`config.mk`:
```
export PLATFORM = sky130hd
export DESIGN_NAME = ptp_two_step_offset_receiver
export DESIGN_NICKNAME = d
export VERILOG_FILES = /design/src/sv/ptpr_pkg.sv /design/src/sv/ptp_two_step_offset_receiver.sv /design/src/sv/ptpr_stamp_conv.sv /design/src/sv/ptpr_core.sv /design/src/sv/ptpr_out.sv
export SDC_FILE = /design/constraint.sdc
export NUM_CORES = 2
export LEC_CHECK = 0
export ABC_AREA = 1
export CAP_MARGIN = 20
export CORE_MARGIN = 2
export CORE_UTILIZATION = 35
export CTS_BUF_LIST = sky130_fd_sc_hd__clkbuf_16
export CTS_CLUSTER_SIZE = 10
export DETAILED_ROUTE_END_ITERATION = 16
export DONT_BUFFER_PORTS = 1
export GPL_TIMING_DRIVEN = 0
export PLACE_DENSITY = 0.61
export RECOVER_POWER = 50
export SLEW_MARGIN = 20
export SYNTH_ARGS = -nofsm -noshare
export SYNTH_HDL_FRONTEND = slang
export SYNTH_SLANG_ARGS = --single-unit
```
`constraint.sdc`:
```
create_clock -name aclk -period 20.9 [get_ports aclk]
set_input_delay 3.135 -clock aclk [delete_from_list [all_inputs] [get_ports aclk]]
set_output_delay 3.135 -clock aclk [all_outputs]
set_load 0.005 [all_outputs]
```
`src/sv/ptpr_pkg.sv`:
```
// ptpr_pkg: shared types and constants of the two-step ptp offset receiver
// used by every module of the block, no dependencies
`timescale 1ns / 1ps
`default_nettype none

package ptpr_pkg;

    localparam int unsigned SEC_W      = 48;
    localparam int unsigned NSEC_W     = 30;
    localparam int unsigned TIME_W     = 64;
    localparam int unsigned HALF_SEC_W = SEC_W / 2;
    localparam int unsigned PROD_W     = HALF_SEC_W + NSEC_W;
    localparam int unsigned SEQ_W      = 16;
    localparam int unsigned DOM_W      = 8;
    localparam int unsigned CID_W      = 64;
    localparam int unsigned MAC_W      = 48;

    localparam logic [NSEC_W-1:0] NS_PER_SECOND = NSEC_W'(1000000000);
    localparam logic [7:0]        EUI_BYTE_FF   = 8'hFF;
    localparam logic [7:0]        EUI_BYTE_FE   = 8'hFE;

    typedef enum logic [2:0] {
        REQ_SYNC      = 3'd0,
        REQ_FOLLOWUP  = 3'd1,
        REQ_DLY_RESP  = 3'd2,
        REQ_TX_STAMP  = 3'd3,
        REQ_OTHER     = 3'd4
    } req_type_t;

    typedef enum logic {
        RES_DELAY_REQ = 1'b0,
        RES_OFFSET    = 1'b1
    } res_kind_t;

    typedef struct packed {
        req_type_t          kind;
        logic [SEQ_W-1:0]   seq;
        logic [CID_W-1:0]   src;
        logic [CID_W-1:0]   requester;
        logic [DOM_W-1:0]   dom;
    } evt_t;

    typedef struct packed {
        res_kind_t          kind;
        logic [SEQ_W-1:0]   seq;
        logic [DOM_W-1:0]   dom;
        logic [CID_W-1:0]   cid;
        logic [TIME_W-1:0]  diff;
    } res_t;

    function automatic logic [CID_W-1:0] eui64_from_mac(input logic [MAC_W-1:0] mac);
        eui64_from_mac = {mac[MAC_W-1:MAC_W/2], EUI_BYTE_FF, EUI_BYTE_FE, mac[MAC_W/2-1:0]};
    endfunction

endpackage

`default_nettype wire

```
`src/sv/ptp_two_step_offset_receiver.sv`:
```
// ptp_two_step_offset_receiver: top level of the two-step e2e ptp offset receiver
// depends on ptpr_pkg, ptpr_stamp_conv, ptpr_core, ptpr_out
//
// channel  direction  handshake            payload
// s_       in         s_valid / s_ready    parsed ptp event item
// m_       out        m_valid / m_ready    delay request or offset delta item
// cfg_     in         cfg_valid / cfg_ready own mac address
//
// one item per cycle sustained while m_ready is high, the result is registered in each stage below
// stages: two for the stamp multiply and sum, one state update, one output register
// m_ready low holds the full stages; s_ready drops only once every stage ahead is full
// items that give no result leave the pipe at the state stage
// reset is synchronous and clears all state and valid flags, mac resets to zero
`timescale 1ns / 1ps
`default_nettype none

module ptp_two_step_offset_receiver (
    input  wire logic                          aclk,
    input  wire logic                          aresetn,
    input  wire logic                          cfg_valid,
    output logic                               cfg_ready,
    input  wire logic [ptpr_pkg::MAC_W-1:0]    cfg_own_mac_address,
    input  wire logic                          s_valid,
    output logic                               s_ready,
    input  wire logic [2:0]                    s_req_type,
    input  wire logic [ptpr_pkg::SEQ_W-1:0]    s_seq_id,
    input  wire logic [ptpr_pkg::CID_W-1:0]    s_source_clock_id,
    input  wire logic [ptpr_pkg::CID_W-1:0]    s_requester_clock_id,
    input  wire logic [ptpr_pkg::DOM_W-1:0]    s_domain,
    input  wire logic [ptpr_pkg::SEC_W-1:0]    s_msg_seconds,
    input  wire logic [ptpr_pkg::NSEC_W-1:0]   s_msg_nanoseconds,
    input  wire logic [ptpr_pkg::SEC_W-1:0]    s_local_seconds,
    input  wire logic [ptpr_pkg::NSEC_W-1:0]   s_local_nanoseconds,
    output logic                               m_valid,
    input  wire logic                          m_ready,
    output logic                               m_result_kind,
    output logic [ptpr_pkg::SEQ_W-1:0]         m_request_seq_id,
    output logic [ptpr_pkg::DOM_W-1:0]         m_request_domain,
    output logic [ptpr_pkg::CID_W-1:0]         m_request_clock_id,
    output logic signed [ptpr_pkg::TIME_W-1:0] m_offset_delta
);

    logic                        v1_reg, v2_reg;
    ptpr_pkg::evt_t              evt1_reg, evt2_reg, evt_in;
    logic                        ready1, ready2, ready3;
    logic                        res_valid, out_ready;
    ptpr_pkg::res_t              res;
    logic [ptpr_pkg::TIME_W-1:0] msg_ns, loc_ns;

    assign cfg_ready = 1'b1;

    assign ready3  = !res_valid || out_ready;
    assign ready2  = !v2_reg || ready3;
    assign ready1  = !v1_reg || ready2;
    assign s_ready = ready1;

    always_comb begin
        evt_in.kind      = ptpr_pkg::req_type_t'(s_req_type);
        evt_in.seq       = s_seq_id;
        evt_in.src       = s_source_clock_id;
        evt_in.requester = s_requester_clock_id;
        evt_in.dom       = s_domain;
    end

    always_ff @(posedge aclk) begin
        if (!aresetn) begin
            v1_reg <= 1'b0;
            v2_reg <= 1'b0;
        end else begin
            if (ready1) begin
                v1_reg <= s_valid;
            end
            if (ready2) begin
                v2_reg <= v1_reg;
            end
        end
    end

    always_ff @(posedge aclk) begin
        if (ready1) begin
            evt1_reg <= evt_in;
        end
        if (ready2) begin
            evt2_reg <= evt1_reg;
        end
    end

    ptpr_stamp_conv u_msg_conv (
        .aclk        (aclk),
        .load_prod   (ready1),
        .load_sum    (ready2),
        .seconds     (s_msg_seconds),
        .nanoseconds (s_msg_nanoseconds),
        .time_ns     (msg_ns)
    );

    ptpr_stamp_conv u_loc_conv (
        .aclk        (aclk),
        .load_prod   (ready1),
        .load_sum    (ready2),
        .seconds     (s_local_seconds),
        .nanoseconds (s_local_nanoseconds),
        .time_ns     (loc_ns)
    );

    ptpr_core u_core (
        .aclk      (aclk),
        .aresetn   (aresetn),
        .cfg_write (cfg_valid && cfg_ready),
        .cfg_mac   (cfg_own_mac_address),
        .take      (v2_reg && ready3),
        .load      (ready3),
        .evt       (evt2_reg),
        .msg_ns    (msg_ns),
        .loc_ns    (loc_ns),
        .res_valid (res_valid),
        .res       (res)
    );

    ptpr_out u_out (
        .aclk               (aclk),
        .aresetn            (aresetn),
        .res_valid          (res_valid),
        .res                (res),
        .res_ready          (out_ready),
        .m_valid            (m_valid),
        .m_ready            (m_ready),
        .m_result_kind      (m_result_kind),
        .m_request_seq_id   (m_request_seq_id),
        .m_request_domain   (m_request_domain),
        .m_request_clock_id (m_request_clock_id),
        .m_offset_delta     (m_offset_delta)
    );

endmodule

`default_nettype wire

```
`src/sv/ptpr_stamp_conv.sv`:
```
// ptpr_stamp_conv: two-stage conversion of a seconds/nanoseconds stamp to ns mod 2^64
// depends on ptpr_pkg
`timescale 1ns / 1ps
`default_nettype none

module ptpr_stamp_conv (
    input  wire logic                             aclk,
    input  wire logic                             load_prod,
    input  wire logic                             load_sum,
    input  wire logic [ptpr_pkg::SEC_W-1:0]       seconds,
    input  wire logic [ptpr_pkg::NSEC_W-1:0]      nanoseconds,
    output logic      [ptpr_pkg::TIME_W-1:0]      time_ns
);

    logic [ptpr_pkg::PROD_W-1:0] prod_lo_reg, prod_lo_next;
    logic [ptpr_pkg::PROD_W-1:0] prod_hi_reg, prod_hi_next;
    logic [ptpr_pkg::NSEC_W-1:0] nsec_reg;
    logic [ptpr_pkg::TIME_W-1:0] time_reg, time_next;

    // split seconds in two halves, one constant multiply each
    always_comb begin
        prod_lo_next = ptpr_pkg::PROD_W'(seconds[ptpr_pkg::HALF_SEC_W-1:0])
                       * ptpr_pkg::PROD_W'(ptpr_pkg::NS_PER_SECOND);
        prod_hi_next = ptpr_pkg::PROD_W'(seconds[ptpr_pkg::SEC_W-1:ptpr_pkg::HALF_SEC_W])
                       * ptpr_pkg::PROD_W'(ptpr_pkg::NS_PER_SECOND);
    end

    always_comb begin
        time_next = ptpr_pkg::TIME_W'(prod_lo_reg)
                  + {prod_hi_reg[ptpr_pkg::TIME_W-ptpr_pkg::HALF_SEC_W-1:0],
                     {ptpr_pkg::HALF_SEC_W{1'b0}}}
                  + ptpr_pkg::TIME_W'(nsec_reg);
    end

    always_ff @(posedge aclk) begin
        if (load_prod) begin
            prod_lo_reg <= prod_lo_next;
            prod_hi_reg <= prod_hi_next;
            nsec_reg    <= nanoseconds;
        end
        if (load_sum) begin
            time_reg <= time_next;
        end
    end

    assign time_ns = time_reg;

endmodule

`default_nettype wire

```
`src/sv/ptpr_core.sv`:
```
// ptpr_core: receiver state, sequence and id matching, result register
// depends on ptpr_pkg
`timescale 1ns / 1ps
`default_nettype none

module ptpr_core (
    input  wire logic                          aclk,
    input  wire logic                          aresetn,
    input  wire logic                          cfg_write,
    input  wire logic [ptpr_pkg::MAC_W-1:0]    cfg_mac,
    input  wire logic                          take,
    input  wire logic                          load,
    input  wire ptpr_pkg::evt_t                evt,
    input  wire logic [ptpr_pkg::TIME_W-1:0]   msg_ns,
    input  wire logic [ptpr_pkg::TIME_W-1:0]   loc_ns,
    output logic                               res_valid,
    output ptpr_pkg::res_t                     res
);

    logic [ptpr_pkg::MAC_W-1:0]  mac_reg;
    logic [ptpr_pkg::CID_W-1:0]  master_id_reg, master_id_next;
    logic                        latched_reg, latched_next;
    logic [ptpr_pkg::SEQ_W-1:0]  sync_seq_reg, sync_seq_next;
    logic [ptpr_pkg::SEQ_W-1:0]  fu_seq_reg, fu_seq_next;
    logic [ptpr_pkg::CID_W-1:0]  own_id_reg, own_id_next;
    logic [ptpr_pkg::TIME_W-1:0] t1_reg, t1_next;
    logic [ptpr_pkg::TIME_W-1:0] t2_reg, t2_next;
    logic [ptpr_pkg::TIME_W-1:0] t3_reg, t3_next;
    logic [ptpr_pkg::TIME_W-1:0] base_reg, base_next;
    logic                        valid_reg, valid_next;
    ptpr_pkg::res_t              res_reg, res_next;
    logic [ptpr_pkg::CID_W-1:0]  master_eff;
    logic [ptpr_pkg::CID_W-1:0]  eui;

    assign eui = ptpr_pkg::eui64_from_mac(mac_reg);

    always_comb begin
        master_id_next = master_id_reg;
        latched_next   = latched_reg;
        sync_seq_next  = sync_seq_reg;
        fu_seq_next    = fu_seq_reg;
        own_id_next    = own_id_reg;
        t1_next        = t1_reg;
        t2_next        = t2_reg;
        t3_next        = t3_reg;
        base_next      = base_reg;
        valid_next     = 1'b0;
        res_next       = '0;
        master_eff     = latched_reg ? master_id_reg : evt.src;
        if (take) begin
            case (evt.kind)
                ptpr_pkg::REQ_SYNC: begin
                    sync_seq_next = evt.seq;
                    if (!latched_reg) begin
                        master_id_next = evt.src;
                        latched_next   = 1'b1;
                    end
                    if (evt.src == master_eff) begin
                        t2_next   = loc_ns;
                        base_next = loc_ns - t1_reg;
                    end
                end
                ptpr_pkg::REQ_FOLLOWUP: begin
                    if (evt.src == master_id_reg) begin
                        fu_seq_next = evt.seq;
                        t1_next     = msg_ns;
                        base_next   = t2_reg - msg_ns;
                        if (evt.seq == sync_seq_reg) begin
                            own_id_next   = eui;
                            t3_next       = '0;
                            valid_next    = 1'b1;
                            res_next.kind = ptpr_pkg::RES_DELAY_REQ;
                            res_next.seq  = sync_seq_reg;
                            res_next.dom  = evt.dom;
                            res_next.cid  = eui;
                        end
                    end
                end
                ptpr_pkg::REQ_DLY_RESP: begin
                    if (evt.requester == own_id_reg && evt.seq == fu_seq_reg) begin
                        valid_next    = 1'b1;
                        res_next.kind = ptpr_pkg::RES_OFFSET;
                        res_next.diff = base_reg - (msg_ns - t3_reg);
                    end
                end
                ptpr_pkg::REQ_TX_STAMP: begin
                    t3_next = loc_ns;
                end
                default: begin
                end
            endcase
        end
    end

    always_ff @(posedge aclk) begin
        if (!aresetn) begin
            mac_reg       <= '0;
            master_id_reg <= '0;
            latched_reg   <= 1'b0;
            sync_seq_reg  <= '0;
            fu_seq_reg    <= '0;
            own_id_reg    <= '0;
            t1_reg        <= '0;
            t2_reg        <= '0;
            t3_reg        <= '0;
            base_reg      <= '0;
            valid_reg     <= 1'b0;
        end else begin
            if (cfg_write) begin
                mac_reg <= cfg_mac;
            end
            master_id_reg <= master_id_next;
            latched_reg   <= latched_next;
            sync_seq_reg  <= sync_seq_next;
            fu_seq_reg    <= fu_seq_next;
            own_id_reg    <= own_id_next;
            t1_reg        <= t1_next;
            t2_reg        <= t2_next;
            t3_reg        <= t3_next;
            base_reg      <= base_next;
            if (load) begin
                valid_reg <= valid_next;
            end
        end
    end

    always_ff @(posedge aclk) begin
        if (load) begin
            res_reg <= res_next;
        end
    end

    assign res_valid = valid_reg;
    assign res       = res_reg;

endmodule

`default_nettype wire

```
`src/sv/ptpr_out.sv`:
```
// ptpr_out: output register, halves and negates the time difference
// depends on ptpr_pkg
`timescale 1ns / 1ps
`default_nettype none

module ptpr_out (
    input  wire logic                          aclk,
    input  wire logic                          aresetn,
    input  wire logic                          res_valid,
    input  wire ptpr_pkg::res_t                res,
    output logic                               res_ready,
    output logic                               m_valid,
    input  wire logic                          m_ready,
    output logic                               m_result_kind,
    output logic [ptpr_pkg::SEQ_W-1:0]         m_request_seq_id,
    output logic [ptpr_pkg::DOM_W-1:0]         m_request_domain,
    output logic [ptpr_pkg::CID_W-1:0]         m_request_clock_id,
    output logic signed [ptpr_pkg::TIME_W-1:0] m_offset_delta
);

    logic                        valid_reg;
    ptpr_pkg::res_t              res_reg;
    logic [ptpr_pkg::TIME_W-1:0] delta_reg, delta_next;
    logic [ptpr_pkg::TIME_W-1:0] neg_diff;
    logic [ptpr_pkg::TIME_W-1:0] half_diff;

    assign res_ready = !valid_reg || m_ready;

    // -(diff)/2 truncated toward zero, negation wraps
    always_comb begin
        neg_diff  = '0 - res.diff;
        half_diff = {1'b0, res.diff[ptpr_pkg::TIME_W-1:1]};
        if (neg_diff[ptpr_pkg::TIME_W-1]) begin
            delta_next = '0 - half_diff;
        end else begin
            delta_next = {1'b0, neg_diff[ptpr_pkg::TIME_W-1:1]};
        end
    end

    always_ff @(posedge aclk) begin
        if (!aresetn) begin
            valid_reg <= 1'b0;
        end else if (res_ready) begin
            valid_reg <= res_valid;
        end
    end

    always_ff @(posedge aclk) begin
        if (res_ready) begin
            res_reg   <= res;
            delta_reg <= delta_next;
        end
    end

    assign m_valid            = valid_reg;
    assign m_result_kind      = res_reg.kind;
    assign m_request_seq_id   = res_reg.seq;
    assign m_request_domain   = res_reg.dom;
    assign m_request_clock_id = res_reg.cid;
    assign m_offset_delta     = $signed(delta_reg);

endmodule

`default_nettype wire
```
==> summary.md <==
| Metric | Value |
|---|---|
| Outcome | `finished with violations` |
| Failing checks | `max-capacitance violations, max-slew violations` |
| Internal power | `0.0112 W` |
| Core Area | `315000 µm²` |
| Final setup vio count | `0` |
| Crit path DAT | `5320 ps` |
| Setup TNS | `0 ps` |
| Post-Synthesis Net Count | `15.4k` |
| Cell family with most CP delay | `buffers and inverters` |
| RR Startpoint | `u_out.m_valid` |
| Syn Inst Count | `13.2k` |
| Die X | `567 µm` |
| # DRC | `0` |
| Top cell by count, worst path | `clkbuf_1` |
| Final GP Congestion | `1.03` |
| Final Hold Fails | `0` |
| Tmin final | `8450 ps` |
| Critical Path Sink | `s_ready` |
| Cells along the critical path | `nor2_1 > nand4_1 > clkbuf_1 > clkbuf_1 > clkbuf_1 > buf_6` |
| Clock Sinks | `1380` |
| #FFs+latches synth | `1380` |
| Via count | `88.3k` |
| Global-route wire length before repair | `563 mm` |
| # port buffers | `0` |
| DP Area | `117000 µm²` |
| Crit path launch type | `input pin` |
| Required time worst endpoint | `17770 ps` |
| DR WL/cell | `21.9 µm` |
| Pins Over Slew Limit | `538` |
| 1st-pass router iterations | `8` |
| Hold bufs inserted after CTS | `0` |
| Post-DR vias/cell | `4.98` |
| Final period utilization | `40.4%` |
| Logic pwr share | `68.7%` |
| Slew HR | `-246%` |
| Area share of the largest cell type after synthesis | `25.1%` |
| Vias in the first global route | `86.0k` |
| Pwr dens | `190 nW/µm²` |
| Fin nets | `15.6k` |
| CTS Buf Count | `169` |
| Hold WS | `339 ps` |
| Top cells by area, synth | `edfxtp_1 (25%), fa_1 (15%), ha_1 (12%), inv_1 (9.8%), nand2_1 (8.4%)` |
| Grt ovf | `0` |
| Synth cell count leaders | `inv_1 (2911), nand2_1 (2485), nor2_1 (1137)` |
| WP buf/inv | `4` |
| Worst setup EP type | `output port` |
| Postcts setup bufs | `0` |
| Gr usage total | `23.7%` |
| Clock Skews | `89.5 ps` |
| Placed insts | `17.4k` |
| Ys flop type | `edfxtp_1` |
| FF-to-FF End | `u_out.m_offset_delta[33]` |
| Max-cap violation count | `13` |
| Largest net degree at the start of global routing | `102` |
| Max Buffers Root-to-Sink | `3` |
| CP Depth | `6` |
| CP max FO | `11` |
| Class of the worst hold path | `reg -> reg` |
| Seq pwr share | `19.6%` |
| Rows | `206` |
| Die area | `322000 µm²` |
| Sw frac | `51.6%` |
| Final ANT Viol Nets | `0` |
| Sequential share of the synthesized area | `33.2%` |
| Non-filler cells, final | `17.7k` |
| Synth unique cells | `56` |
| Starting Density | `35.2%` |
| Avg Inst Size Synth | `8.42 µm²` |
| RSZ-0062 raised after global routing | `no` |
| H-tree Lvls | `4` |
| Count of warnings emitted by yosys | `0` |
| Count leader, synth | `inv_1` |
| Height of the chip | `567 µm` |
| Post-Syn Area | `111000 µm²` |
| WL final | `388 mm` |
| Worst skew pair latency | `880 ps` |
| I/O pins | `520` |
| VDD IR max | `0.275 mV` |
| Worst Setup SP | `m_ready` |
| Area Growth Syn to Fin | `9.95%` |
| Hold wc startpoint | `evt1_reg[138]` |
| Reg clk slew, reported paths | `60 ps` |
| Detailed Place HPWL | `331 mm` |
| P_sw | `0.0120 W` |
| Max Clk Rate | `118 MHz` |
| First DRT Iteration DRCs | `7230` |
| Asr flop ratio synth | `0%` |
| Clock power frac | `11.7%` |
| Root Buffer | `clkbuf_16` |
| R2R cell count | `4` |
| Leak | `59.3 nW` |
| Layout cells sized above 1 | `2.53%` |
| Post-synth EDFFs | `926` |
| Slew at the pin closest to its max-slew limit | `5190 ps` |
| Max incr delay on CP | `590 ps` |
| Worst hold stages | `0` |
| Crit-path slowest cell | `clkbuf_1` |
| PostCTS Resize Cnt | `0` |
| Area leader, netlist | `edfxtp_1` |
| Crit Path Class | `in -> out` |
| FF-to-FF setup slack | `14750 ps` |
| Pwr Total | `0.0232 W` |
| Design area | `122000 µm²` |
| Antenna violations before repair | `76` |
| CTS tree | `built` |
[power groups by stage]
stage                     Sequential (W)  Combinational [W]  Clock, W
final                            0.00455             0.0159   0.00271
after global routing             0.00454             0.0180   0.00287
after CTS                        0.00453             0.0159   0.00276
after detailed placement         0.00458             0.0158         0
after global placement           0.00458             0.0158         0
after floorplan                  0.00417             0.0115         0
[cell usage in the layout, fill, tap and decap left out, drive strengths merged, types with 45 or more instances in the layout]
cell,instances
inv,3012
nand2,2486
nor2,1139
ha,1028
edfxtp,926
a21oi,919
fa,843
o21ai,590
nand3,531
dfxtp,454
xor2,336
clkbuf,323
nor3,117
xnor2,108
buf,105
nand3b,96
nand4,92
o21bai,61
nor4,57
a21o,48
o21a,45
[cell type report]
cell class / instances / area, µm²
multi-input cells: 8679 / 62200
fillers: 32400 / 193000
plain buffers: 208 / 1010
repair buffers: 48 / 487
well taps: 4160 / 5200
clock inverters: 141 / 947
inverters: 2916 / 10900
flip-flops and latches: 1380 / 36900
clock buffers: 172 / 4300
diodes: 35 / 87.6
[cells by family (layout without fill, tap and decap cells)]
group                      after synthesis  in the layout  share of synthesized area (%)
and+or+nand+nor                       4580           4580                           17.1
DFF                                   1380           1380                           33.2
muxes                                    1              1                        0.00902
adders and majority gates             1871           1871                           26.8
buffers and inverters                 3124           3485                           10.8
AOI/OAI and AO/OA                     1781           1781                           8.61
xor gates and xnor gates               444            444                           3.50
other                                    2             37                        0.00677
[through the flow]
stage	utilization [%]	worst slack (ps)
5_1_grt	38.7	12230
3_3_place_gp	36.9	-5000
2_1_floorplan	-	3200
6_report	38.7	12450
3_5_place_dp	37.1	11940
4_1_cts	38.8	12740
[how the worst min path moves through the flow]
stage	endpoint	slack [ps]
2_1_floorplan	evt2_reg[0]	400
3_3_place_gp	u_out.m_request_domain[5]	400
3_5_place_dp	evt2_reg[106]	400
4_1_cts	evt2_reg[138]	340
5_1_grt	evt2_reg[138]	350
6_report	evt2_reg[138]	340
[metal layers]
| layer | global-route usage, % | up-vias | share of wire [%] |
|---|---|---|---|
| li1 | - | 42300 | - |
| met1 | 31.1 | 42500 | 43 |
| met2 | 38.1 | 2790 | 45 |
| met3 | 4.31 | 618 | 7.0 |
| met4 | 10.1 | 44 | 4.9 |
| met5 | 0 | - | 0.073 |
No activity file was read; power rests on OpenSTA's default activity.
